===== src/design/uppd_pkg.sv =====
// Shared types and character codes for the URL percent decoder.
`timescale 1ns / 1ps

package uppd_pkg;

	localparam logic [7:0] CH_SPACE   = 8'h20;
	localparam logic [7:0] CH_BANG    = 8'h21;
	localparam logic [7:0] CH_DOLLAR  = 8'h24;
	localparam logic [7:0] CH_PCT     = 8'h25;
	localparam logic [7:0] CH_AMP     = 8'h26;
	localparam logic [7:0] CH_PLUS    = 8'h2B;
	localparam logic [7:0] CH_SLASH   = 8'h2F;
	localparam logic [7:0] CH_ZERO    = 8'h30;
	localparam logic [7:0] CH_NINE    = 8'h39;
	localparam logic [7:0] CH_COLON   = 8'h3A;
	localparam logic [7:0] CH_SEMI    = 8'h3B;
	localparam logic [7:0] CH_EQUALS  = 8'h3D;
	localparam logic [7:0] CH_QUEST   = 8'h3F;
	localparam logic [7:0] CH_AT      = 8'h40;
	localparam logic [7:0] CH_UP_A    = 8'h41;
	localparam logic [7:0] CH_UP_F    = 8'h46;
	localparam logic [7:0] CH_UP_Z    = 8'h5A;
	localparam logic [7:0] CH_UNDER   = 8'h5F;
	localparam logic [7:0] CH_LO_A    = 8'h61;
	localparam logic [7:0] CH_LO_F    = 8'h66;
	localparam logic [7:0] CH_LO_Z    = 8'h7A;

	// Pending escape progress
	localparam logic [1:0] PEND_NONE  = 2'd0;
	localparam logic [1:0] PEND_PCT   = 2'd1;
	localparam logic [1:0] PEND_DIGIT = 2'd2;

	// Up to three output bytes caused by one input byte
	typedef struct packed {
		logic [2:0][7:0] data;
		logic [1:0]      cnt;
		logic            last;
	} bundle_t;

endpackage


===== src/design/uppd_front.sv =====
// Front end: classifies input bytes, tracks escapes and builds output bundles.
`timescale 1ns / 1ps

module uppd_front
	import uppd_pkg::*;
(
	input  logic       clk,
	input  logic       arst_n,
	input  logic       in_valid,
	input  logic [7:0] in_byte,
	input  logic       in_last,
	input  logic       push_ready,
	output logic       push_valid,
	output bundle_t    push_data,
	output logic [1:0] pend
);

	logic [1:0] pend_q;
	logic [7:0] held_q;
	logic [1:0] pend_n;
	logic [7:0] held_n;
	logic [1:0] n;
	logic       do_plain;
	logic       accept;
	logic       b_hex;
	logic [3:0] b_val;
	logic [3:0] h_val;
	logic [7:0] v;
	bundle_t    res;

	function automatic logic is_hex(input logic [7:0] c);
		return (c >= CH_ZERO && c <= CH_NINE) || (c >= CH_LO_A && c <= CH_LO_F) ||
			(c >= CH_UP_A && c <= CH_UP_F);
	endfunction

	// Digits map to their low nibble, letters of either case to low nibble plus nine
	function automatic logic [3:0] hex_val(input logic [7:0] c);
		return (c <= CH_NINE) ? c[3:0] : c[3:0] + 4'd9;
	endfunction

	function automatic logic is_kept(input logic [7:0] c);
		return (c >= CH_ZERO && c <= CH_NINE) || (c >= CH_LO_A && c <= CH_LO_Z) ||
			(c >= CH_UP_A && c <= CH_UP_Z) || c == CH_BANG || c == CH_DOLLAR ||
			(c >= CH_AMP && c <= CH_SLASH) || c == CH_COLON || c == CH_SEMI ||
			c == CH_EQUALS || c == CH_QUEST || c == CH_AT || c == CH_UNDER;
	endfunction

	assign accept = in_valid && push_ready;
	assign b_hex  = is_hex(in_byte);
	assign b_val  = hex_val(in_byte);
	assign h_val  = hex_val(held_q);
	assign v      = {h_val, b_val};

	always_comb begin
		pend_n   = pend_q;
		held_n   = held_q;
		res      = '0;
		n        = 2'd0;
		do_plain = 1'b0;
		case (pend_q)
			PEND_PCT: begin
				if (b_hex) begin
					held_n = in_byte;
					pend_n = PEND_DIGIT;
				end else begin
					pend_n = PEND_NONE;
					res.data[n] = CH_PCT;
					n = n + 2'd1;
					do_plain = 1'b1;
				end
			end
			PEND_DIGIT: begin
				pend_n = PEND_NONE;
				if (b_hex && !is_kept(v)) begin
					res.data[n] = v;
					n = n + 2'd1;
				end else begin
					res.data[n] = CH_PCT;
					n = n + 2'd1;
					res.data[n] = held_q;
					n = n + 2'd1;
					if (b_hex) begin
						res.data[n] = in_byte;
						n = n + 2'd1;
					end else begin
						do_plain = 1'b1;
					end
				end
			end
			default: begin
				pend_n   = PEND_NONE;
				do_plain = 1'b1;
			end
		endcase
		if (do_plain) begin
			if (in_byte == CH_PLUS) begin
				res.data[n] = CH_SPACE;
				n = n + 2'd1;
			end else if (in_byte == CH_PCT) begin
				pend_n = PEND_PCT;
			end else begin
				res.data[n] = in_byte;
				n = n + 2'd1;
			end
		end
		// Flush whatever escape is still open at the end of the string
		if (in_last) begin
			if (pend_n == PEND_PCT) begin
				res.data[n] = CH_PCT;
				n = n + 2'd1;
			end else if (pend_n == PEND_DIGIT) begin
				res.data[n] = CH_PCT;
				n = n + 2'd1;
				res.data[n] = held_n;
				n = n + 2'd1;
			end
			pend_n = PEND_NONE;
		end
		res.cnt  = n;
		res.last = in_last;
	end

	always_ff @(posedge clk or negedge arst_n) begin
		if (!arst_n) begin
			pend_q <= PEND_NONE;
			held_q <= 8'd0;
		end else if (accept) begin
			pend_q <= pend_n;
			held_q <= held_n;
		end
	end

	assign push_valid = accept && (n != 2'd0);
	assign push_data  = res;
	assign pend       = pend_q;

endmodule


===== src/design/uppd_queue.sv =====
// Short bundle queue between the front end and the back end.
`timescale 1ns / 1ps

module uppd_queue
	import uppd_pkg::*;
#(
	parameter int DEPTH = 2
) (
	input  logic    clk,
	input  logic    arst_n,
	input  logic    wr_valid,
	input  bundle_t wr_data,
	output logic    wr_ready,
	output logic    rd_valid,
	output bundle_t rd_data,
	input  logic    rd_ready
);

	localparam int PTR_W = (DEPTH > 1) ? $clog2(DEPTH) : 1;
	localparam int CNT_W = $clog2(DEPTH + 1);

	bundle_t            mem_q [DEPTH];
	logic [PTR_W-1:0]   wr_ptr_q;
	logic [PTR_W-1:0]   rd_ptr_q;
	logic [CNT_W-1:0]   count_q;
	logic               do_wr;
	logic               do_rd;

	function automatic logic [PTR_W-1:0] next_ptr(input logic [PTR_W-1:0] p);
		return (p == PTR_W'(DEPTH - 1)) ? '0 : p + PTR_W'(1);
	endfunction

	assign wr_ready = (count_q != CNT_W'(DEPTH));
	assign rd_valid = (count_q != '0);
	assign rd_data  = mem_q[rd_ptr_q];
	assign do_wr    = wr_valid && wr_ready;
	assign do_rd    = rd_valid && rd_ready;

	always_ff @(posedge clk) begin
		if (do_wr) begin
			mem_q[wr_ptr_q] <= wr_data;
		end
	end

	always_ff @(posedge clk or negedge arst_n) begin
		if (!arst_n) begin
			wr_ptr_q <= '0;
			rd_ptr_q <= '0;
			count_q  <= '0;
		end else begin
			if (do_wr) begin
				wr_ptr_q <= next_ptr(wr_ptr_q);
			end
			if (do_rd) begin
				rd_ptr_q <= next_ptr(rd_ptr_q);
			end
			if (do_wr && !do_rd) begin
				count_q <= count_q + CNT_W'(1);
			end else if (do_rd && !do_wr) begin
				count_q <= count_q - CNT_W'(1);
			end
		end
	end

endmodule


===== src/design/uppd_back.sv =====
// Back end: serialises bundles into single output bytes through an output register.
`timescale 1ns / 1ps

module uppd_back
	import uppd_pkg::*;
(
	input  logic       clk,
	input  logic       arst_n,
	input  logic       q_valid,
	input  bundle_t    q_data,
	output logic       q_ready,
	output logic       out_valid,
	input  logic       out_ready,
	output logic [7:0] out_byte,
	output logic       out_last
);

	bundle_t    cur_q;
	logic       cur_v_q;
	logic [1:0] pos_q;
	logic       ov_q;
	logic [7:0] ob_q;
	logic       ol_q;
	logic       load;
	logic       final_byte;
	logic       done;

	assign load       = cur_v_q && (!ov_q || out_ready);
	assign final_byte = (pos_q == cur_q.cnt - 2'd1);
	assign done       = load && final_byte;
	// Take the next bundle as soon as the current one hands over its last byte
	assign q_ready    = !cur_v_q || done;

	always_ff @(posedge clk or negedge arst_n) begin
		if (!arst_n) begin
			cur_v_q <= 1'b0;
			pos_q   <= 2'd0;
			ov_q    <= 1'b0;
		end else begin
			if (q_valid && q_ready) begin
				cur_v_q <= 1'b1;
				pos_q   <= 2'd0;
			end else if (done) begin
				cur_v_q <= 1'b0;
			end else if (load) begin
				pos_q <= pos_q + 2'd1;
			end
			if (load) begin
				ov_q <= 1'b1;
			end else if (out_ready) begin
				ov_q <= 1'b0;
			end
		end
	end

	always_ff @(posedge clk) begin
		if (q_valid && q_ready) begin
			cur_q <= q_data;
		end
		if (load) begin
			ob_q <= cur_q.data[pos_q];
			ol_q <= cur_q.last && final_byte;
		end
	end

	assign out_valid = ov_q;
	assign out_byte  = ob_q;
	assign out_last  = ol_q;

endmodule


===== src/design/url_percent_decoder.sv =====
// Top level of the URL percent decoder: front end, bundle queue and back end.
//
// Channel   Dir   tdata                  tlast
// s_axis    in    [7:0] in_byte          in_last
// m_axis    out   [7:0] out_byte         out_last
//
// One input byte per cycle is taken while the bundle queue has room.
// The back end sends its output bytes one at a time; an escape that expands to
// two or three literals holds the front end only once the queue fills.
// Output of an accepted request passes the queue, the current bundle and the output register.
// Reset clears the pending escape, the queue, the current bundle and the output valid flag.
// Either side may stall at any time; the queue decouples the two.
`timescale 1ns / 1ps

module url_percent_decoder
	import uppd_pkg::*;
#(
	parameter int QUEUE_DEPTH = 2
) (
	input  logic       clk,
	input  logic       arst_n,
	input  logic       s_axis_tvalid,
	output logic       s_axis_tready,
	input  logic [7:0] s_axis_tdata,   // [7:0] in_byte
	input  logic       s_axis_tlast,
	output logic       m_axis_tvalid,
	input  logic       m_axis_tready,
	output logic [7:0] m_axis_tdata,   // [7:0] out_byte
	output logic       m_axis_tlast
);

	logic       push_valid;
	logic       push_ready;
	bundle_t    push_data;
	logic       pop_valid;
	logic       pop_ready;
	bundle_t    pop_data;
	logic [1:0] pend;

	uppd_front u_front (
		.clk        (clk),
		.arst_n     (arst_n),
		.in_valid   (s_axis_tvalid),
		.in_byte    (s_axis_tdata),
		.in_last    (s_axis_tlast),
		.push_ready (push_ready),
		.push_valid (push_valid),
		.push_data  (push_data),
		.pend       (pend)
	);

	uppd_queue #(
		.DEPTH (QUEUE_DEPTH)
	) u_queue (
		.clk      (clk),
		.arst_n   (arst_n),
		.wr_valid (push_valid),
		.wr_data  (push_data),
		.wr_ready (push_ready),
		.rd_valid (pop_valid),
		.rd_data  (pop_data),
		.rd_ready (pop_ready)
	);

	uppd_back u_back (
		.clk       (clk),
		.arst_n    (arst_n),
		.q_valid   (pop_valid),
		.q_data    (pop_data),
		.q_ready   (pop_ready),
		.out_valid (m_axis_tvalid),
		.out_ready (m_axis_tready),
		.out_byte  (m_axis_tdata),
		.out_last  (m_axis_tlast)
	);

	assign s_axis_tready = push_ready;

	// A request marked last always yields at least one byte
	assert property (@(posedge clk) disable iff (!arst_n)
		(s_axis_tvalid && s_axis_tready && s_axis_tlast) |-> push_valid)
		else $error("last request produced no output bundle");

	// No escape survives the end of a string
	assert property (@(posedge clk) disable iff (!arst_n)
		(s_axis_tvalid && s_axis_tready && s_axis_tlast) |=> (pend == PEND_NONE))
		else $error("escape still pending after last request");

	// Bundles never carry a zero count into the queue
	assert property (@(posedge clk) disable iff (!arst_n)
		push_valid |-> (push_data.cnt != 2'd0))
		else $error("empty bundle pushed");

	// A held digit only follows a '%' or an earlier held digit
	assert property (@(posedge clk) disable iff (!arst_n)
		(pend == PEND_DIGIT) |-> ($past(pend) == PEND_PCT || $past(pend) == PEND_DIGIT))
		else $error("held digit without a preceding escape start");

endmodule


===== config.mk =====
export PLATFORM = sky130hd
export DESIGN_NAME = url_percent_decoder
export DESIGN_NICKNAME = d
export VERILOG_FILES = /design/src/design/uppd_pkg.sv /design/src/design/uppd_front.sv /design/src/design/uppd_queue.sv /design/src/design/uppd_back.sv /design/src/design/url_percent_decoder.sv
export SDC_FILE = /design/constraint.sdc
export NUM_CORES = 1
export LEC_CHECK = 0
export ABC_AREA = 1
export BUFFER_PORTS_ARGS = -buffer_cell sky130_fd_sc_hd__buf_2
export CAP_MARGIN = 10
export CORE_UTILIZATION = 40
export CTS_CLUSTER_SIZE = 10
export DETAILED_ROUTE_END_ITERATION = 8
export SYNTH_ARGS = -nofsm -noshare
export SYNTH_HDL_FRONTEND = slang
export SYNTH_SLANG_ARGS = --single-unit

===== constraint.sdc =====
create_clock -name clk -period 12.2 [get_ports clk]
set_clock_uncertainty 0.2 [all_clocks]
set_input_delay 1.83 -clock clk [delete_from_list [all_inputs] [get_ports clk]]
set_output_delay 1.83 -clock clk [all_outputs]
set_load 0.01 [all_outputs]

---- After elaboration in Yosys (flattened, before gate mapping) ----
Memory sizes are Yosys's and may differ from the RTL's. A register that Yosys moved wholly into a read port is not among the register bits.
Cells that the tools add are included.
storage, ports and cells
  word-level logic and storage cells ...... 172
  output and inout bits ................... 11
  input bits .............................. 13
  memories kept ........................... 1
  memory bits (writable) .................. 54
  flip-flop bits (word level) ............. 27
operators by class
  bitwise operators ....................... 6
  magnitude comparators ................... 22
  mux-type cells .......................... 58
  reductions and logical operators ........ 47
  equal/unequal tests ..................... 17
  add/sub/neg operators ................... 11
memories
  name           depth  width  read ports  clocked after Yosys merged registers in  write ports  line              source
  u_queue.mem_q  2      27     1           1                                        1            uppd_queue.sv:22  bundle_t mem_q [DEPTH];
operators by type and width
  cell                   number
  $mux W24               6
  $eq A8 B6 Y1 const B   8
  $mux W8                8
  $bwmux W24             2
  $demux W8 S2           3
  $mux W2                18
  $ge A8 B7 Y1 const B   4
  $le A8 B6 Y1 const B   4
  $le A8 B7 Y1 const B   4
  $mux W16               2
  $ge A8 B6 Y1 const B   3
  $and A21 B21 Y21       1
  $not A21 Y21           1
  $logic_and A1 B1 Y1    20
  $bmux W8 S2            1
  $eq A8 B7 Y1 const B   2
  $pmux W8 S2            1
  $and A15 B15 Y15       1
  $logic_or A1 B1 Y1     15
  $not A15 Y15           1
  $lt A2 B3 Y1 const B   4
  $mux W1                12
  $reduce_bool A2 Y1     6
  $add A2 B1 Y2 const B  5
  16 further kinds       29

---- Depth between registers and ports, before layout ----
Gate-level depths: netlist of run 1.
  word-level depth ........................ 35
  depth in mapped cells ................... 34
  mapped depth without buffers ............ 33

---- Hierarchy ----
A second synthesis of run 1 with hierarchy kept.
unflattened totals
  cells, all modules ...................... 659
  area total of the unflattened synthesis .. 6063.3 um^2
modules (own cells, without submodules)
  module      area an instance (um^2)  times used  cells an instance
  uppd_front  2299.7                   1           383
  uppd_queue  2227.1                   1           169
  uppd_back   1536.5                   1           107

---- Least setup slack after synthesis of run 1 ----
OpenSTA, ideal clock, no wires.
  kind .................................... in2reg
  from .................................... input port s_axis_tdata[0]
  to ...................................... memory u_queue.mem_q[1][0] (netlist bit), enable pin
  path slack .............................. 5.809 ns
  stages on the path ...................... 28
  data required time ...................... 11.589 ns
  arrival ................................. 5.780 ns
  path buffers ............................ 1
  cells stage by stage .................... buf_2 > inv_1 > ha_1 > nand2_2 > nand3_4 > nand2_4 > nand2_1 > nand2_2 > nand2_1 > nor2_1 > nand2_1 > o21ai_1 > nor2_2 > nand4_2 > nand2_2 > nor2_1 > inv_1 > ha_1 > nand2_1 > nand2_2 > inv_1 > ha_1 > nor2_1 > o22ai_1 > nand2_1 > nand3_2 > nand2_2 > nor2_1
on the way
  cells in the longest elaborated chain, start to end .. 33
  elaborated cells between the ends (all ways) .. 76
ends and longest elaborated chain
  item                                           line                                source
  start: declaration                             url_percent_decoder.sv:24           input logic [7:0] s_axis_tdata,
  $le A8 B6 Y1 or $add A4 B4 Y4 (tied branches)  uppd_front.sv:32, uppd_front.sv:38
  $mux W4                                        uppd_front.sv:38                    return (c <= CH_NINE) ? c[3:0] : c[3:0] + 4'd9;
  $ge A8 B6 Y1, or another cell as far along     uppd_front.sv:42                    return (c >= CH_ZERO && c <= CH_NINE) || (c >= CH_LO_A && c <= CH_LO_Z) ||
  $logic_and A1 B1 Y1                            uppd_front.sv:42
  $logic_or A1 B1 Y1 (2 in series)               uppd_front.sv:42
  $logic_or A1 B1 Y1 (3 in series)               uppd_front.sv:43                    (c >= CH_UP_A && c <= CH_UP_Z) || c == CH_BANG || c == CH_DOLLAR ||
  $logic_or A1 B1 Y1 (3 in series)               uppd_front.sv:44                    (c >= CH_AMP && c <= CH_SLASH) || c == CH_COLON || c == CH_SEMI ||
  $logic_or A1 B1 Y1 (3 in series)               uppd_front.sv:45                    c == CH_EQUALS || c == CH_QUEST || c == CH_AT || c == CH_UNDER;
  [... 10 more ...]                              -
  $mux W2                                        uppd_front.sv:111                   end else if (pend_n == PEND_DIGIT) begin
  $mux W2                                        uppd_front.sv:108                   if (pend_n == PEND_PCT) begin
  $mux W2 (*)                                    uppd_front.sv:107                   if (in_last) begin
  $reduce_bool A2 Y1 (*)                         uppd_front.sv:133                   assign push_valid = accept && (n != 2'd0);
  $logic_and A1 B1 Y1 (*)                        uppd_front.sv:133
  $logic_and A1 B1 Y1 (*)                        uppd_queue.sv:36                    assign do_wr = wr_valid && wr_ready;
  $mux W1 (*)                                    uppd_queue.sv:40                    if (do_wr) begin
  $mux W1 (not written as such) (*)              uppd_queue.sv:41                    mem_q[wr_ptr_q] <= wr_data;
  end: declaration                               uppd_queue.sv:22
Every way passes the cells marked *; elsewhere a longest branch is shown, timed or not.

---- Worst setup path after layout of run 1 ----
  from .................................... input port s_axis_tdata[0]
  to ...................................... memory u_queue.mem_q[0][4] (netlist bit), enable pin
The elaborated chain is that of the path after synthesis.

==> report_table.html, run 1 <==
<table>
<tr><th>Metric</th><th>Value</th></tr>
<tr><th colspan="2">Run status</th></tr>
<tr><td>Run status</td><td>finished, violations left</td></tr>
<tr><td>Violated checks</td><td>DRC</td></tr>
<tr><th colspan="2">Setup path</th></tr>
<tr><td>Largest stage delay on the critical path</td><td>about 0.76 ns</td></tr>
<tr><td>Slowest cell on the critical path</td><td>sky130_fd_sc_hd__inv_1</td></tr>
<tr><td>Worst path most repeated cell</td><td>sky130_fd_sc_hd__nand2_1</td></tr>
<tr><td>Critical path class</td><td>primary input to flop</td></tr>
<tr><td>CP endpoint kind</td><td>flop</td></tr>
<tr><td>Type of element launching the critical path</td><td>primary input</td></tr>
<tr><td>Reg-to-reg startpoint</td><td>u_front.held_q[0]$_DFFE_PN0P_</td></tr>
<tr><td>Critical path startpoint</td><td>s_axis_tdata[0]</td></tr>
<tr><td>Critical path required time</td><td>between 10 and 15 ns</td></tr>
<tr><td>Arr. time, crit path</td><td>~6.0 ns</td></tr>
<tr><td>Biggest fanout along the worst timing path</td><td>27</td></tr>
<tr><th colspan="2">Die</th></tr>
<tr><td>Count of pins on the block boundary</td><td>24</td></tr>
<tr><td>CORE AREA</td><td>approximately 15,000 µm²</td></tr>
<tr><td>Std cell rows</td><td>between 40 and 50</td></tr>
<tr><td>Initial Utilization</td><td>0.414</td></tr>
<tr><td>Chip height</td><td>125 µm</td></tr>
<tr><td>Chip Width</td><td>between 100 and 150 µm</td></tr>
<tr><td>Area enclosed by the die boundary</td><td>approximately 16,000 µm²</td></tr>
<tr><th colspan="2">Clock tree</th></tr>
<tr><td>Number of sinks handled by clock tree synthesis</td><td>about 110</td></tr>
<tr><td>CTS buffer count</td><td>9</td></tr>
<tr><td>Setup Fix Bufs, Post-CTS</td><td>0</td></tr>
<tr><td>Hold Buf Count CTS</td><td>0</td></tr>
<tr><td>Post_cts resized</td><td>0</td></tr>
<tr><td>Clock-pin slew reported for the worst setup and hold paths after clock tree synthesis</td><td>about 0.070 ns</td></tr>
<tr><td>CTS tree</td><td>yes</td></tr>
<tr><td>Maximum number of buffers from clock root to sink</td><td>2</td></tr>
<tr><td>H-tree lvl count</td><td>3</td></tr>
<tr><td>Clock latency at the later pin of the worst-skew pair</td><td>roughly 0.34 ns</td></tr>
<tr><td>Clock Tree Root</td><td>sky130_fd_sc_hd__clkbuf_16</td></tr>
<tr><th colspan="2">Global routing</th></tr>
<tr><td>Overall fraction of global-route tracks in use</td><td>0.203</td></tr>
<tr><td>Global-route wire length before repair</td><td>between 20,000 and 25,000 µm</td></tr>
<tr><td>Largest net degree at the start of global routing</td><td>29</td></tr>
<tr><td>Initial antenna violation count</td><td>0</td></tr>
<tr><td>Number of global-route vias before repair</td><td>between 4,000 and 5,000</td></tr>
<tr><td>Remaining global-route overflow</td><td>0</td></tr>
<tr><th colspan="2">Placed design</th></tr>
<tr><td>Number of buffer cells added on primary ports</td><td>23</td></tr>
<tr><td>Half-perimeter wire length of the detailed placement result</td><td>~12,000 µm</td></tr>
<tr><td>Weighted congestion at the end of routability-driven global placement</td><td>approximately 0.93</td></tr>
<tr><th colspan="2">Power</th></tr>
<tr><td>Total internal power</td><td>around 0.9 mW</td></tr>
<tr><td>Cell Pwr Density</td><td>214 nW/µm²</td></tr>
<tr><td>Reg power frac</td><td>0.456</td></tr>
<tr><td>Net switching power</td><td>between 0.5 and 0.6 mW</td></tr>
<tr><td>Leakage dissipation</td><td>2.81 nW</td></tr>
<tr><td>Sw frac</td><td>0.380</td></tr>
<tr><td>Total Power Consumption</td><td>between 1 and 1.5 mW</td></tr>
<tr><td>Maximum VDD drop</td><td>between 100 and 150 µV</td></tr>
<tr><td>Clock share of power</td><td>0.210</td></tr>
<tr><td>Logic gate share of total power</td><td>0.334</td></tr>
<tr><th colspan="2">Synthesis</th></tr>
<tr><td>Ys async rst share</td><td>0.167</td></tr>
<tr><td>Number of nets in the synthesized netlist</td><td>approximately 740</td></tr>
<tr><td>Register bit count reported by yosys</td><td>108</td></tr>
<tr><td>Sequential cell area fraction in the yosys report</td><td>0.518</td></tr>
<tr><td>Average footprint of a synthesized cell</td><td>around 8.6 µm²</td></tr>
<tr><td>EDFF count, synth</td><td>90</td></tr>
<tr><td>Number of warnings printed during yosys synthesis</td><td>0</td></tr>
<tr><td>Most used flip-flop cell after synthesis</td><td>sky130_fd_sc_hd__edfxtp_1</td></tr>
<tr><td>Library cells used by synthesis</td><td>42</td></tr>
<tr><td>Number of instances in the synthesized netlist</td><td>approximately 710</td></tr>
<tr><td>Combined area of all synthesized cells</td><td>between 6000 and 7000 µm²</td></tr>
<tr><th colspan="2">Cells and area</th></tr>
<tr><td>Synthesis-to-layout area growth</td><td>9.89%</td></tr>
<tr><td>Most common cell after layout, fill and taps aside</td><td>sky130_fd_sc_hd__nand2_1</td></tr>
<tr><td>Net count of the finished layout</td><td>between 700 and 800</td></tr>
<tr><td>Share of post-route cells with drive strength above 1</td><td>0.134</td></tr>
<tr><td>Highest-count cells in the layout ignoring fill and taps</td><td>sky130_fd_sc_hd__nand2_1 (213), sky130_fd_sc_hd__edfxtp_1 (90), sky130_fd_sc_hd__nor2_1 (59), sky130_fd_sc_hd__nand3_1 (59), sky130_fd_sc_hd__inv_1 (53)</td></tr>
<tr><td>Number of diodes</td><td>0</td></tr>
<tr><th colspan="2">Drt</th></tr>
<tr><td>Post-detailed-route count of antenna-violating nets</td><td>0</td></tr>
<tr><td>Post-route DRC</td><td>2</td></tr>
<tr><td>Vias per Instance</td><td>around 5.3</td></tr>
<tr><td>Number of iterations in the first detailed-routing pass</td><td>9</td></tr>
<tr><td>Sum of routed wire length over all layers</td><td>about 15,000 µm</td></tr>
<tr><td>Total via count after detailed routing</td><td>4,874</td></tr>
<tr><td>WL/cell</td><td>16.5 µm</td></tr>
<tr><td>Count of routing violations after the opening detailed-route iteration</td><td>~450</td></tr>
<tr><th colspan="2">Worst hold path</th></tr>
<tr><td>Hold Startpoint</td><td>u_queue.wr_ptr_q$_DFFE_PN0P_</td></tr>
<tr><td>Path category of the worst min-delay check</td><td>flop to flop</td></tr>
<tr><th colspan="2">STA</th></tr>
<tr><td>Maximum clock frequency</td><td>about 160 MHz</td></tr>
<tr><td>RSZ-0062 raised after global routing</td><td>no</td></tr>
<tr><td>Slew HR</td><td>0.317</td></tr>
<tr><td>Worst Max-Slew Pin Slew</td><td>between 1 and 1.5 ns</td></tr>
<tr><td>Final Hold Vio Count</td><td>0</td></tr>
<tr><td>Final number of setup-violating endpoints</td><td>0</td></tr>
<tr><td>Sum of negative setup slack</td><td>0 ns</td></tr>
<tr><td>Minimum clock period</td><td>between 6 and 7 ns</td></tr>
<tr><td>Post-route clock period utilization</td><td>0.511</td></tr>
<tr><td>Number of slew-limit violations in the final report</td><td>0</td></tr>
<tr><th colspan="2">Run</th></tr>
<tr><td>Max-cap violation count</td><td>0</td></tr>
</table>
## synthesized netlist by cell type (6+ instances only)
cell type	n	area share
sky130_fd_sc_hd__a21oi_1	20	0.016
sky130_fd_sc_hd__edfxtp_1	90	0.44
sky130_fd_sc_hd__nor3_1	6	0.0049
sky130_fd_sc_hd__nand4_1	7	0.0072
sky130_fd_sc_hd__o21ai_0	37	0.030
sky130_fd_sc_hd__o22ai_1	13	0.013
sky130_fd_sc_hd__o31ai_1	9	0.011
sky130_fd_sc_hd__dfrtp_1	18	0.074
sky130_fd_sc_hd__nand2_2	21	0.022
sky130_fd_sc_hd__nand3_1	59	0.049
sky130_fd_sc_hd__o21ai_1	14	0.012
sky130_fd_sc_hd__nor2_1	60	0.037
sky130_fd_sc_hd__ha_1	17	0.035
sky130_fd_sc_hd__inv_1	53	0.033
sky130_fd_sc_hd__nand2_1	213	0.13
sky130_fd_sc_hd__clkbuf_1	9	0.0055
sky130_fd_sc_hd__inv_2	15	0.0092
## cells by family (layout without fill, tap and decap cells)
| logic type | count (synthesis) | count (layout) | share of synthesized area |
|---|---|---|---|
| xor gates and xnor gates | 6 | 6 | 0.00863 |
| DFF | 108 | 108 | 0.518 |
| adders and majority gates | 17 | 17 | 0.0349 |
| AOI/OAI and AO/OA | 104 | 104 | 0.0985 |
| buffers and inverters | 87 | 111 | 0.0576 |
| and+or+nand+nor | 386 | 386 | 0.282 |
## critical path: cells and delay by family
kind | cells | cell delay [ns]
compound gates | 1 | 0.15
fa+ha+maj | 3 | 0.75
buf+inv | 5 | 1.32
simple gates | 19 | 1.93
## final cells by class
type                       count  area, µm²
sequential                   108       3150
clock buffer                   9        225
multi-input combinational    513       2590
inverter                      71        274
timing repair buffer          24        123
tap                          184        230
fill                        1402       8010
clock inverter                 7       97.6
## power by group through the flow
stage               clock (mW)  sequential [mW]  combinational (mW)
finish                   0.301            0.652               0.478
floorplan                    0            0.632               0.363
CTS                      0.310            0.654               0.484
detailed placement           0            0.662               0.482
global placement             0            0.658               0.475
global route             0.326            0.670               0.546
## routing by layer
| layer | global-route usage | share of wire | up-vias |
|---|---|---|---|
| met5 | 0 | 0 | - |
| met4 | 0.0796 | 0.028 | 0 |
| met3 | 0.0338 | 0.039 | 31 |
| met2 | 0.351 | 0.49 | 140 |
| met1 | 0.254 | 0.44 | 2277 |
| li1 | - | - | 2426 |
## through the flow
step	cells	util	hold WS (ns)	setup slack (ns)	instance area (µm²)
finish	916	0.455	0.289	5.97	6690
CTS	916	0.455	0.294	5.91	6690
global route	916	0.455	0.319	5.40	6690
detailed placement	900	0.433	0.276	5.54	6370
global placement	900	0.433	0.262	5.65	6370
floorplan	708	-	0.242	5.81	6090
## worst paths after layout
check | endpoint | slack [ns] | depth (start not counted)
worst min register to register | u_queue.wr_ptr_q$_DFFE_PN0P_ | 0.29 | 2
min in group asynchronous | u_front.held_q[7]$_DFFE_PN0P_ | 1.22 | 1
max in group asynchronous | u_queue.wr_ptr_q$_DFFE_PN0P_ | 10.28 | 1
worst max-delay path | u_queue.mem_q[0][4]$_DFFE_PP_ | 5.97 | 28
worst max register to register | u_queue.mem_q[0][4]$_DFFE_PP_ | 6.95 | 29
worst min-delay path | u_queue.wr_ptr_q$_DFFE_PN0P_ | 0.29 | 2
## state kept, by name, summed over array words and instances (netlist names)
register	flops
u_back.pos_q	2
u_back.cur_q	27
u_front.held_q	8
u_queue.mem_q	54
u_queue.count_q	2
u_queue.wr_ptr_q	1
u_back.cur_v_q	1
u_back.out_valid	1
u_back.out_byte	8
u_back.out_last	1
u_queue.rd_ptr_q	1
u_front.pend	2
No activity file was read; power rests on OpenSTA's default activity.
==> run 2: changes to the inputs <==
==> constraint.sdc (replaced) <==
create_clock -name clk -period 5.9 [get_ports clk]
set_clock_uncertainty 0.2 [all_clocks]
set_input_delay 0.885 -clock clk [delete_from_list [all_inputs] [get_ports clk]]
set_output_delay 0.885 -clock clk [all_outputs]
set_load 0.01 [all_outputs]
==> run 2 against run 1 <==
Final cell count up 0.22%. Total power rose by 110%. Clock power up 110%. Largest cell class unchanged. Largest power group unchanged. First-iteration DRC count shrank 0.67%. Critical path type unchanged. Core utilization is 0.085 points higher. Final area increased by 0.19%. The run still ends with DRC left. Register-to-register slack worse by 5.9 ns. Via count down 0.41%. Sequential share of layout area shrank 0.088 points. Die area did not move.
==> report_table.html, run 2 (synthesis results as in run 1) <==
<table>
<tr><th>Metric</th><th>Value</th></tr>
<tr><th colspan="2">Cells and area</th></tr>
<tr><td>Largest register by flop count</td><td>u_queue.mem_q (unchanged)</td></tr>
<tr><td>Final core utilization</td><td>0.456 (was 0.455)</td></tr>
<tr><td>Most common cell after layout, fill and taps aside</td><td>sky130_fd_sc_hd__nand2_1 (unchanged)</td></tr>
<tr><td>Biggest regs</td><td>u_queue.mem_q: 54 flops, u_back.cur_q: 27 flops (unchanged)</td></tr>
<tr><td>Synthesis-to-layout area growth</td><td>10.1% (was 9.89%)</td></tr>
<tr><td>Share of post-route cells with drive strength above 1</td><td>0.135 (was 0.134)</td></tr>
<tr><td>Highest-count cells in the layout ignoring fill and taps</td><td>sky130_fd_sc_hd__nand2_1 (213), sky130_fd_sc_hd__edfxtp_1 (90), sky130_fd_sc_hd__nor2_1 (59), sky130_fd_sc_hd__nand3_1 (59), sky130_fd_sc_hd__inv_1 (53) (unchanged)</td></tr>
<tr><td>Number of diodes</td><td>0 (unchanged)</td></tr>
<tr><td>Number of flip-flops under the largest register name</td><td>54 (unchanged)</td></tr>
<tr><td>Net count of the finished layout</td><td>759 (was 757)</td></tr>
<tr><th colspan="2">Drt</th></tr>
<tr><td>Post-route DRC</td><td>2 (unchanged)</td></tr>
<tr><td>Vias per Instance</td><td>5.29 (was 5.32)</td></tr>
<tr><td>Number of iterations in the first detailed-routing pass</td><td>9 (unchanged)</td></tr>
<tr><td>Post-detailed-route count of antenna-violating nets</td><td>0 (unchanged)</td></tr>
<tr><td>Sum of routed wire length over all layers</td><td>14,800 µm (was 15,100 µm)</td></tr>
<tr><td>Count of routing violations after the opening detailed-route iteration</td><td>448 (was 451)</td></tr>
<tr><td>WL/cell</td><td>16.1 µm (was 16.5 µm)</td></tr>
<tr><td>Top layer in use</td><td>met4 (unchanged)</td></tr>
<tr><td>Met2 wirelength from detailed routing</td><td>7310 µm (was 7400 µm)</td></tr>
<tr><td>Routed length on met1</td><td>6450 µm (was 6710 µm)</td></tr>
<tr><td>Detailed-routed wire length on met3</td><td>513 µm (was 596 µm)</td></tr>
<tr><td>Total via count after detailed routing</td><td>4,854 (was 4,874)</td></tr>
<tr><th colspan="2">STA</th></tr>
<tr><td>Final Hold Vio Count</td><td>0 (unchanged)</td></tr>
<tr><td>Setup slack after layout</td><td>0.997 ns (was 5.97 ns)</td></tr>
<tr><td>RSZ-0062 raised after global routing</td><td>no (unchanged)</td></tr>
<tr><td>Slew HR</td><td>0.341 (was 0.317)</td></tr>
<tr><td>Number of slew-limit violations in the final report</td><td>0 (unchanged)</td></tr>
<tr><td>Post-route clock period utilization</td><td>0.831</td></tr>
<tr><td>Worst Max-Slew Pin Slew</td><td>0.988 ns (was 1.02 ns)</td></tr>
<tr><td>Maximum clock frequency</td><td>approximately 200 MHz</td></tr>
<tr><td>Final number of setup-violating endpoints</td><td>0 (unchanged)</td></tr>
<tr><td>Sum of negative setup slack</td><td>0 ns (unchanged)</td></tr>
<tr><td>Minimum clock period</td><td>a little under 5 ns</td></tr>
<tr><th colspan="2">Run status</th></tr>
<tr><td>Run status</td><td>finished, violations left (unchanged)</td></tr>
<tr><td>Violated checks</td><td>DRC (unchanged)</td></tr>
<tr><th colspan="2">Setup path</th></tr>
<tr><td>Type of element launching the critical path</td><td>primary input (unchanged)</td></tr>
<tr><td>Critical path class</td><td>primary input to flop (unchanged)</td></tr>
<tr><td>Worst path most repeated cell</td><td>sky130_fd_sc_hd__nand2_1 (unchanged)</td></tr>
<tr><td>Critical path required time</td><td>5.93 ns (was 11.96 ns)</td></tr>
<tr><td>R2R depth</td><td>33 (was 29)</td></tr>
<tr><td>Slowest cell on the critical path</td><td>sky130_fd_sc_hd__ha_1 (was sky130_fd_sc_hd__inv_1)</td></tr>
<tr><td>Reg-to-reg startpoint</td><td>u_front.held_q[0]$_DFFE_PN0P_ (unchanged)</td></tr>
<tr><td>Largest stage delay on the critical path</td><td>0.29 ns (was 0.76 ns)</td></tr>
<tr><td>CP endpoint kind</td><td>flop (unchanged)</td></tr>
<tr><td>Arr. time, crit path</td><td>4.93 ns (was 5.99 ns)</td></tr>
<tr><td>Reg2reg setup slack</td><td>1.06 ns (was 6.95 ns)</td></tr>
<tr><td>Reg-to-reg endpoint</td><td>u_queue.count_q[1]$_DFFE_PN0P_ (was u_queue.mem_q[0][4]$_DFFE_PP_)</td></tr>
<tr><td>Biggest fanout along the worst timing path</td><td>11 (was 27)</td></tr>
<tr><th colspan="2">Global routing</th></tr>
<tr><td>Global-route wire length before repair</td><td>23,800 µm (was 24,700 µm)</td></tr>
<tr><td>Remaining global-route overflow</td><td>0 (unchanged)</td></tr>
<tr><td>Largest net degree at the start of global routing</td><td>29 (unchanged)</td></tr>
<tr><td>Initial antenna violation count</td><td>0 (unchanged)</td></tr>
<tr><td>Number of global-route vias before repair</td><td>4,603 (was 4,643)</td></tr>
<tr><td>Overall fraction of global-route tracks in use</td><td>0.197 (was 0.203)</td></tr>
<tr><th colspan="2">Power</th></tr>
<tr><td>Leakage dissipation</td><td>2.82 nW (was 2.81 nW)</td></tr>
<tr><td>Maximum VDD drop</td><td>299 µV (was 105 µV)</td></tr>
<tr><td>Total Power Consumption</td><td>2.94 mW (was 1.43 mW)</td></tr>
<tr><td>Cell Pwr Density</td><td>439 nW/µm² (was 214 nW/µm²)</td></tr>
<tr><th colspan="2">Clock tree</th></tr>
<tr><td>Clock Tree Root</td><td>sky130_fd_sc_hd__clkbuf_16 (unchanged)</td></tr>
<tr><td>CTS tree</td><td>yes (unchanged)</td></tr>
<tr><td>Number of sinks handled by clock tree synthesis</td><td>108 (unchanged)</td></tr>
<tr><td>CTS buffer count</td><td>9 (unchanged)</td></tr>
<tr><td>Setup Fix Bufs, Post-CTS</td><td>0 (unchanged)</td></tr>
<tr><td>Post_cts resized</td><td>0 (unchanged)</td></tr>
<tr><td>Clock latency at the later pin of the worst-skew pair</td><td>0.34 ns (about the same)</td></tr>
<tr><td>Clock-pin slew reported for the worst setup and hold paths after clock tree synthesis</td><td>0.07 ns (about the same)</td></tr>
<tr><td>H-tree lvl count</td><td>3 (unchanged)</td></tr>
<tr><td>Hold Buf Count CTS</td><td>0 (unchanged)</td></tr>
<tr><td>Maximum number of buffers from clock root to sink</td><td>2 (unchanged)</td></tr>
<tr><th colspan="2">Die</th></tr>
<tr><td>Initial Utilization</td><td>0.414 (unchanged)</td></tr>
<tr><td>Count of pins on the block boundary</td><td>24 (unchanged)</td></tr>
<tr><td>Chip Width</td><td>125 µm (unchanged)</td></tr>
<tr><td>CORE AREA</td><td>14,700 µm² (unchanged)</td></tr>
<tr><td>Area enclosed by the die boundary</td><td>15,700 µm² (unchanged)</td></tr>
<tr><td>Chip height</td><td>125 µm (unchanged)</td></tr>
<tr><td>Std cell rows</td><td>44 (unchanged)</td></tr>
<tr><th colspan="2">Run</th></tr>
<tr><td>Max-cap violation count</td><td>0 (unchanged)</td></tr>
<tr><th colspan="2">Placed design</th></tr>
<tr><td>Pre-CTS worst setup slack</td><td>0.657 ns (was 5.54 ns)</td></tr>
<tr><td>Weighted congestion at the end of routability-driven global placement</td><td>0.956 (was 0.933)</td></tr>
<tr><td>Number of buffer cells added on primary ports</td><td>23 (unchanged)</td></tr>
<tr><td>Half-perimeter wire length of the detailed placement result</td><td>11,500 µm (about the same)</td></tr>
<tr><th colspan="2">Worst hold path</th></tr>
<tr><td>Path category of the worst min-delay check</td><td>primary input to asynchronous set/reset pin (was flop to flop)</td></tr>
</table>
## run 2: changes by cell type in the layout (fill, tap and decap cells not counted)
cell	before	now
sky130_fd_sc_hd__clkinv_8	2	0
sky130_fd_sc_hd__buf_4	1	3
sky130_fd_sc_hd__clkinv_4	3	1
sky130_fd_sc_hd__inv_8	0	2
sky130_fd_sc_hd__inv_6	2	1
sky130_fd_sc_hd__clkbuf_1	0	1
sky130_fd_sc_hd__clkinv_2	0	1
sky130_fd_sc_hd__clkbuf_16	9	10
## run 2: final cells by class
| type | instances | area [µm²] |
|---|---|---|
| Tap cell | 184 | 230 |
| Timing Repair Buffer | 26 | 138 |
| Fill cell | 1407 | 8000 |
| Multi-Input combinational cell | 513 | 2590 |
| Inverter | 71 | 274 |
| Clock inverter | 5 | 66.3 |
| Sequential cell | 108 | 3150 |
| Clock buffer | 11 | 254 |
## run 2: per-stage QoR
step | hold WS [ns] | instance area (µm²) | cells
global route | 0.300 | 6700 | 918
global placement | 0.256 | 6380 | 902
finish | 0.272 | 6700 | 918
floorplan | 0.242 | 6090 | 708
detailed placement | 0.263 | 6380 | 902
CTS | 0.283 | 6700 | 918
## run 2: worst max path at each step
stage | start | slack [ns] | cells past startpoint | endpoint
CTS | s_axis_tdata[0] | 1.02 | 29 | u_queue.mem_q[1][4]$_DFFE_PP_
floorplan | s_axis_tdata[0] | 0.45 | 28 | u_queue.mem_q[1][0]$_DFFE_PP_
global route | s_axis_tdata[0] | 0.53 | 31 | u_queue.mem_q[0][22]$_DFFE_PP_
detailed placement | s_axis_tdata[0] | 0.66 | 32 | u_queue.count_q[1]$_DFFE_PN0P_
global placement | s_axis_tdata[0] | 0.76 | 29 | u_queue.mem_q[0][4]$_DFFE_PP_
finish | s_axis_tdata[0] | 1.0 | 34 | u_queue.count_q[1]$_DFFE_PN0P_
## run 2: critical path, delay by kind of cell
family | cells | cell delay (ns)
AOI/OAI and AO/OA | 3 | 0.30
buffers and inverters | 6 | 0.67
adders and majority gates | 4 | 1.05
xor gates and xnor gates | 1 | 0.13
and+or+nand+nor | 20 | 1.90
## run 2: per-layer routing
metal / GRT usage / vias up
li1: - / 2423
met1: 0.243 / 2277
met2: 0.342 / 118
met3: 0.0287 / 36
met4: 0.0854 / 0
met5: 0 / -
## run 2: where the power goes
group          switching [mW]  leakage, nW  internal [mW]
sequential              0.149         1.09           1.19
combinational           0.671         1.58          0.303
clock                   0.267        0.159          0.361
==> run 3: changes to the inputs <==
==> constraint.sdc (replaced) <==
create_clock -name clk -period 4.7 [get_ports clk]
set_clock_uncertainty 0.2 [all_clocks]
set_input_delay 0.705 -clock clk [delete_from_list [all_inputs] [get_ports clk]]
set_output_delay 0.705 -clock clk [all_outputs]
set_load 0.01 [all_outputs]
==> run 3 against run 2 <==
The run now ends clean. Worst setup slack got worse by 0.59 ns. Sequential power is 25% higher. Total power rose by 29%. First-iteration DRC count is 5.4% lower. Non-clock buffer count increased by 18. Sequential cell count stayed put. Sequential share of layout area down 1.4 points. Clock power grew 29%. Worst hold slack lost 0.17 ns. Die area unchanged.
==> report_table.html, run 3 (synthesis results as in run 1) <==
<table>
<tr><th>Metric</th><th>Value</th></tr>
<tr><th colspan="2">Run status</th></tr>
<tr><td>Run status</td><td>finished, final reports clean (was finished, violations left)</td></tr>
<tr><th colspan="2">Setup path</th></tr>
<tr><td>Reg2reg setup slack</td><td>0.40 ns (was 1.06 ns)</td></tr>
<tr><td>Worst path most repeated cell</td><td>sky130_fd_sc_hd__nand2_1 (unchanged)</td></tr>
<tr><td>Slowest cell on the critical path</td><td>sky130_fd_sc_hd__dfrtp_2 (was sky130_fd_sc_hd__ha_1)</td></tr>
<tr><td>Arr. time, crit path</td><td>4.33 ns (was 4.93 ns)</td></tr>
<tr><td>CP endpoint kind</td><td>flop (unchanged)</td></tr>
<tr><td>Critical path class</td><td>flop to flop (was primary input to flop)</td></tr>
<tr><td>R2R depth</td><td>31 (was 33)</td></tr>
<tr><td>Biggest fanout along the worst timing path</td><td>7 (was 11)</td></tr>
<tr><td>Reg-to-reg startpoint</td><td>u_front.held_q[0]$_DFFE_PN0P_ (unchanged)</td></tr>
<tr><td>Critical path required time</td><td>4.73 ns (was 5.93 ns)</td></tr>
<tr><td>Reg-to-reg endpoint</td><td>u_queue.count_q[1]$_DFFE_PN0P_ (unchanged)</td></tr>
<tr><td>Largest stage delay on the critical path</td><td>0.41 ns (was 0.29 ns)</td></tr>
<tr><td>Type of element launching the critical path</td><td>flop (was primary input)</td></tr>
<tr><td>Critical path startpoint</td><td>u_front.held_q[0]$_DFFE_PN0P_ (was s_axis_tdata[0])</td></tr>
<tr><th colspan="2">Die</th></tr>
<tr><td>Chip Width</td><td>125 µm (unchanged)</td></tr>
<tr><td>Initial Utilization</td><td>0.414 (unchanged)</td></tr>
<tr><td>Chip height</td><td>125 µm (unchanged)</td></tr>
<tr><td>Area enclosed by the die boundary</td><td>15,700 µm² (unchanged)</td></tr>
<tr><td>Std cell rows</td><td>44 (unchanged)</td></tr>
<tr><td>Count of pins on the block boundary</td><td>24 (unchanged)</td></tr>
<tr><td>CORE AREA</td><td>14,700 µm² (unchanged)</td></tr>
<tr><th colspan="2">Drt</th></tr>
<tr><td>Sum of routed wire length over all layers</td><td>15,100 µm (was 14,800 µm)</td></tr>
<tr><td>Number of iterations in the first detailed-routing pass</td><td>7 (was 9)</td></tr>
<tr><td>Total via count after detailed routing</td><td>4,923 (was 4,854)</td></tr>
<tr><td>WL/cell</td><td>16.2 µm (was 16.1 µm)</td></tr>
<tr><td>Post-route DRC</td><td>0 (was 2)</td></tr>
<tr><td>Vias per Instance</td><td>5.26 (was 5.29)</td></tr>
<tr><td>Count of routing violations after the opening detailed-route iteration</td><td>424 (was 448)</td></tr>
<tr><td>Post-detailed-route count of antenna-violating nets</td><td>0 (unchanged)</td></tr>
<tr><th colspan="2">Cells and area</th></tr>
<tr><td>Share of post-route cells with drive strength above 1</td><td>0.169 (was 0.135)</td></tr>
<tr><td>Fill cell instance count of the final layout</td><td>1,454 (was 1,407)</td></tr>
<tr><td>Highest-count cells in the layout ignoring fill and taps</td><td>sky130_fd_sc_hd__nand2_1 (210), sky130_fd_sc_hd__edfxtp_1 (90), sky130_fd_sc_hd__nand3_1 (58) (was sky130_fd_sc_hd__nand2_1 (213), sky130_fd_sc_hd__edfxtp_1 (90), sky130_fd_sc_hd__nor2_1 (59), sky130_fd_sc_hd__nand3_1 (59), sky130_fd_sc_hd__inv_1 (53))</td></tr>
<tr><td>Final core utilization</td><td>0.471 (was 0.456)</td></tr>
<tr><td>Biggest regs</td><td>u_queue.mem_q: 54 flops, u_back.cur_q: 27 flops (unchanged)</td></tr>
<tr><td>Synthesis-to-layout area growth</td><td>13.6% (was 10.1%)</td></tr>
<tr><td>Cell Count, Final, Fillers Out</td><td>936 (was 918)</td></tr>
<tr><td>Net count of the finished layout</td><td>777 (was 759)</td></tr>
<tr><td>Number of diodes</td><td>0 (unchanged)</td></tr>
<tr><td>Most common cell after layout, fill and taps aside</td><td>sky130_fd_sc_hd__nand2_1 (unchanged)</td></tr>
<tr><td>Largest register by flop count</td><td>u_queue.mem_q (unchanged)</td></tr>
<tr><td>Number of flip-flops under the largest register name</td><td>54 (unchanged)</td></tr>
<tr><th colspan="2">Global routing</th></tr>
<tr><td>Global-route wire length before repair</td><td>24,700 µm (was 23,800 µm)</td></tr>
<tr><td>Number of global-route vias before repair</td><td>4,812 (was 4,603)</td></tr>
<tr><td>Remaining global-route overflow</td><td>0 (unchanged)</td></tr>
<tr><td>Initial antenna violation count</td><td>0 (unchanged)</td></tr>
<tr><td>Overall fraction of global-route tracks in use</td><td>0.201 (was 0.197)</td></tr>
<tr><td>Largest net degree at the start of global routing</td><td>29 (unchanged)</td></tr>
<tr><th colspan="2">Clock tree</th></tr>
<tr><td>CTS buffer count</td><td>9 (unchanged)</td></tr>
<tr><td>Clock-pin slew reported for the worst setup and hold paths after clock tree synthesis</td><td>0.08 ns (was 0.07 ns)</td></tr>
<tr><td>Maximum number of buffers from clock root to sink</td><td>2 (unchanged)</td></tr>
<tr><td>Clock latency at the later pin of the worst-skew pair</td><td>0.34 ns (about the same)</td></tr>
<tr><td>CTS tree</td><td>yes (unchanged)</td></tr>
<tr><td>Number of sinks handled by clock tree synthesis</td><td>108 (unchanged)</td></tr>
<tr><td>H-tree lvl count</td><td>3 (unchanged)</td></tr>
<tr><td>Hold Buf Count CTS</td><td>0 (unchanged)</td></tr>
<tr><td>Clock Tree Root</td><td>sky130_fd_sc_hd__clkbuf_16 (unchanged)</td></tr>
<tr><th colspan="2">Power</th></tr>
<tr><td>Maximum VDD drop</td><td>280 µV (was 299 µV)</td></tr>
<tr><td>Logic gate share of total power</td><td>0.349 (was 0.331)</td></tr>
<tr><td>Clock share of power</td><td>0.212 (was 0.213)</td></tr>
<tr><td>Leakage dissipation</td><td>2.93 nW (was 2.82 nW)</td></tr>
<tr><td>Sw frac</td><td>0.367 (was 0.369)</td></tr>
<tr><td>Total internal power</td><td>2.41 mW (was 1.86 mW)</td></tr>
<tr><td>Cell Pwr Density</td><td>551 nW/µm² (was 439 nW/µm²)</td></tr>
<tr><td>Net switching power</td><td>1.40 mW (was 1.09 mW)</td></tr>
<tr><td>Reg power frac</td><td>0.439 (was 0.456)</td></tr>
<tr><td>Total Power Consumption</td><td>3.81 mW (was 2.94 mW)</td></tr>
<tr><th colspan="2">Worst hold path</th></tr>
<tr><td>Path category of the worst min-delay check</td><td>primary input to asynchronous set/reset pin (unchanged)</td></tr>
<tr><th colspan="2">Placed design</th></tr>
<tr><td>Weighted congestion at the end of routability-driven global placement</td><td>0.926 (was 0.956)</td></tr>
<tr><td>Number of buffer cells added on primary ports</td><td>23 (unchanged)</td></tr>
<tr><td>Placed Instances</td><td>919 (was 902)</td></tr>
<tr><td>Half-perimeter wire length of the detailed placement result</td><td>11,700 µm (was 11,500 µm)</td></tr>
<tr><th colspan="2">STA</th></tr>
<tr><td>Number of slew-limit violations in the final report</td><td>0 (unchanged)</td></tr>
<tr><td>Worst Max-Slew Pin Slew</td><td>1.02 ns (was 0.988 ns)</td></tr>
<tr><td>Final Hold Vio Count</td><td>0 (unchanged)</td></tr>
<tr><td>Sum of negative setup slack</td><td>0 ns (unchanged)</td></tr>
<tr><td>Final number of setup-violating endpoints</td><td>0 (unchanged)</td></tr>
<tr><td>Minimum clock period</td><td>approximately 4.3 ns</td></tr>
<tr><td>Post-route clock period utilization</td><td>0.914</td></tr>
<tr><td>Slew HR</td><td>0.317 (was 0.341)</td></tr>
<tr><td>Maximum clock frequency</td><td>between 200 and 250 MHz</td></tr>
<tr><th colspan="2">Run</th></tr>
<tr><td>Max-cap violation count</td><td>0 (unchanged)</td></tr>
</table>
[run 3: cell types whose count changed in the layout (fill, tap and decap cells not counted), moves of 3 or more]
cell / before / now
sky130_fd_sc_hd__nor2_1: 59 / 56
sky130_fd_sc_hd__buf_4: 3 / 19
sky130_fd_sc_hd__nand2_1: 213 / 210
sky130_fd_sc_hd__nand2_4: 2 / 5
[run 3: repair_timing]
action | 4_1_cts | 5_1_grt
gates resized for setup | 0 | 17
buffers inserted | 0 | 1
endpoints found under the setup margin | 0 | 73
[run 3: power by group through the flow]
stage	logic, mW	registers [mW]	clock network, mW
after detailed placement	1.29	1.70	0
after global placement	1.27	1.70	0
after global routing	1.51	1.72	0.866
final	1.33	1.67	0.808
after floorplan	0.948	1.64	0
after CTS	1.30	1.68	0.827
[run 3: per-stage QoR]
stage	instance area (µm²)	hold slack, ns	setup slack (ns)
after global placement	6540	0.257	0.0792
final	6920	0.104	0.404
after global routing	6920	0.128	-0.00716
after floorplan	6090	0.209	0.0461
after CTS	6860	0.110	0.159
after detailed placement	6540	0.274	-0.0269
[run 3: how the worst max path moves through the flow]
stage | cells after the start | to | slack (ns)
2_1_floorplan | 28 | u_queue.mem_q[0][0]$_DFFE_PP_ | 0.05
4_1_cts | 33 | u_queue.count_q[1]$_DFFE_PN0P_ | 0.16
5_1_grt | 33 | u_queue.count_q[1]$_DFFE_PN0P_ | -0.007
3_5_place_dp | 32 | u_queue.count_q[1]$_DFFE_PN0P_ | -0.03
3_3_place_gp | 32 | u_queue.count_q[1]$_DFFE_PN0P_ | 0.08
6_report | 31 | u_queue.count_q[1]$_DFFE_PN0P_ | 0.40
[run 3: critical path: cells and delay by family (launching register included)]
| kind | cells | cell delay [ns] |
|---|---|---|
| adder cells (fa/ha/maj) | 4 | 0.97 |
| XOR/XNOR | 1 | 0.14 |
| AO/OA/AOI/OAI | 4 | 0.46 |
| buffers and inverters | 5 | 0.40 |
| AND/OR/NAND/NOR | 17 | 1.61 |
| flip-flops | 1 | 0.41 |
[run 3: cell type report]
class | instances | area [µm²] | share of cell area
inverters | 71 | 274 | 0.0396
clock buffers | 12 | 246 | 0.0356
repair buffers | 44 | 303 | 0.0438
flip-flops and latches | 108 | 3160 | 0.456
multi-input cells | 513 | 2630 | 0.380
well taps | 184 | 230 | 0.0333
clock inverters | 4 | 77.6 | 0.0112
[run 3: layer usage]
layer / vias up / global-route usage / part of all wire
li1: 2460 / - / -
met1: 2299 / 0.254 / 0.44
met2: 135 / 0.349 / 0.49
met3: 29 / 0.0321 / 0.042
met4: 0 / 0.0710 / 0.027
met5: - / 0 / 0
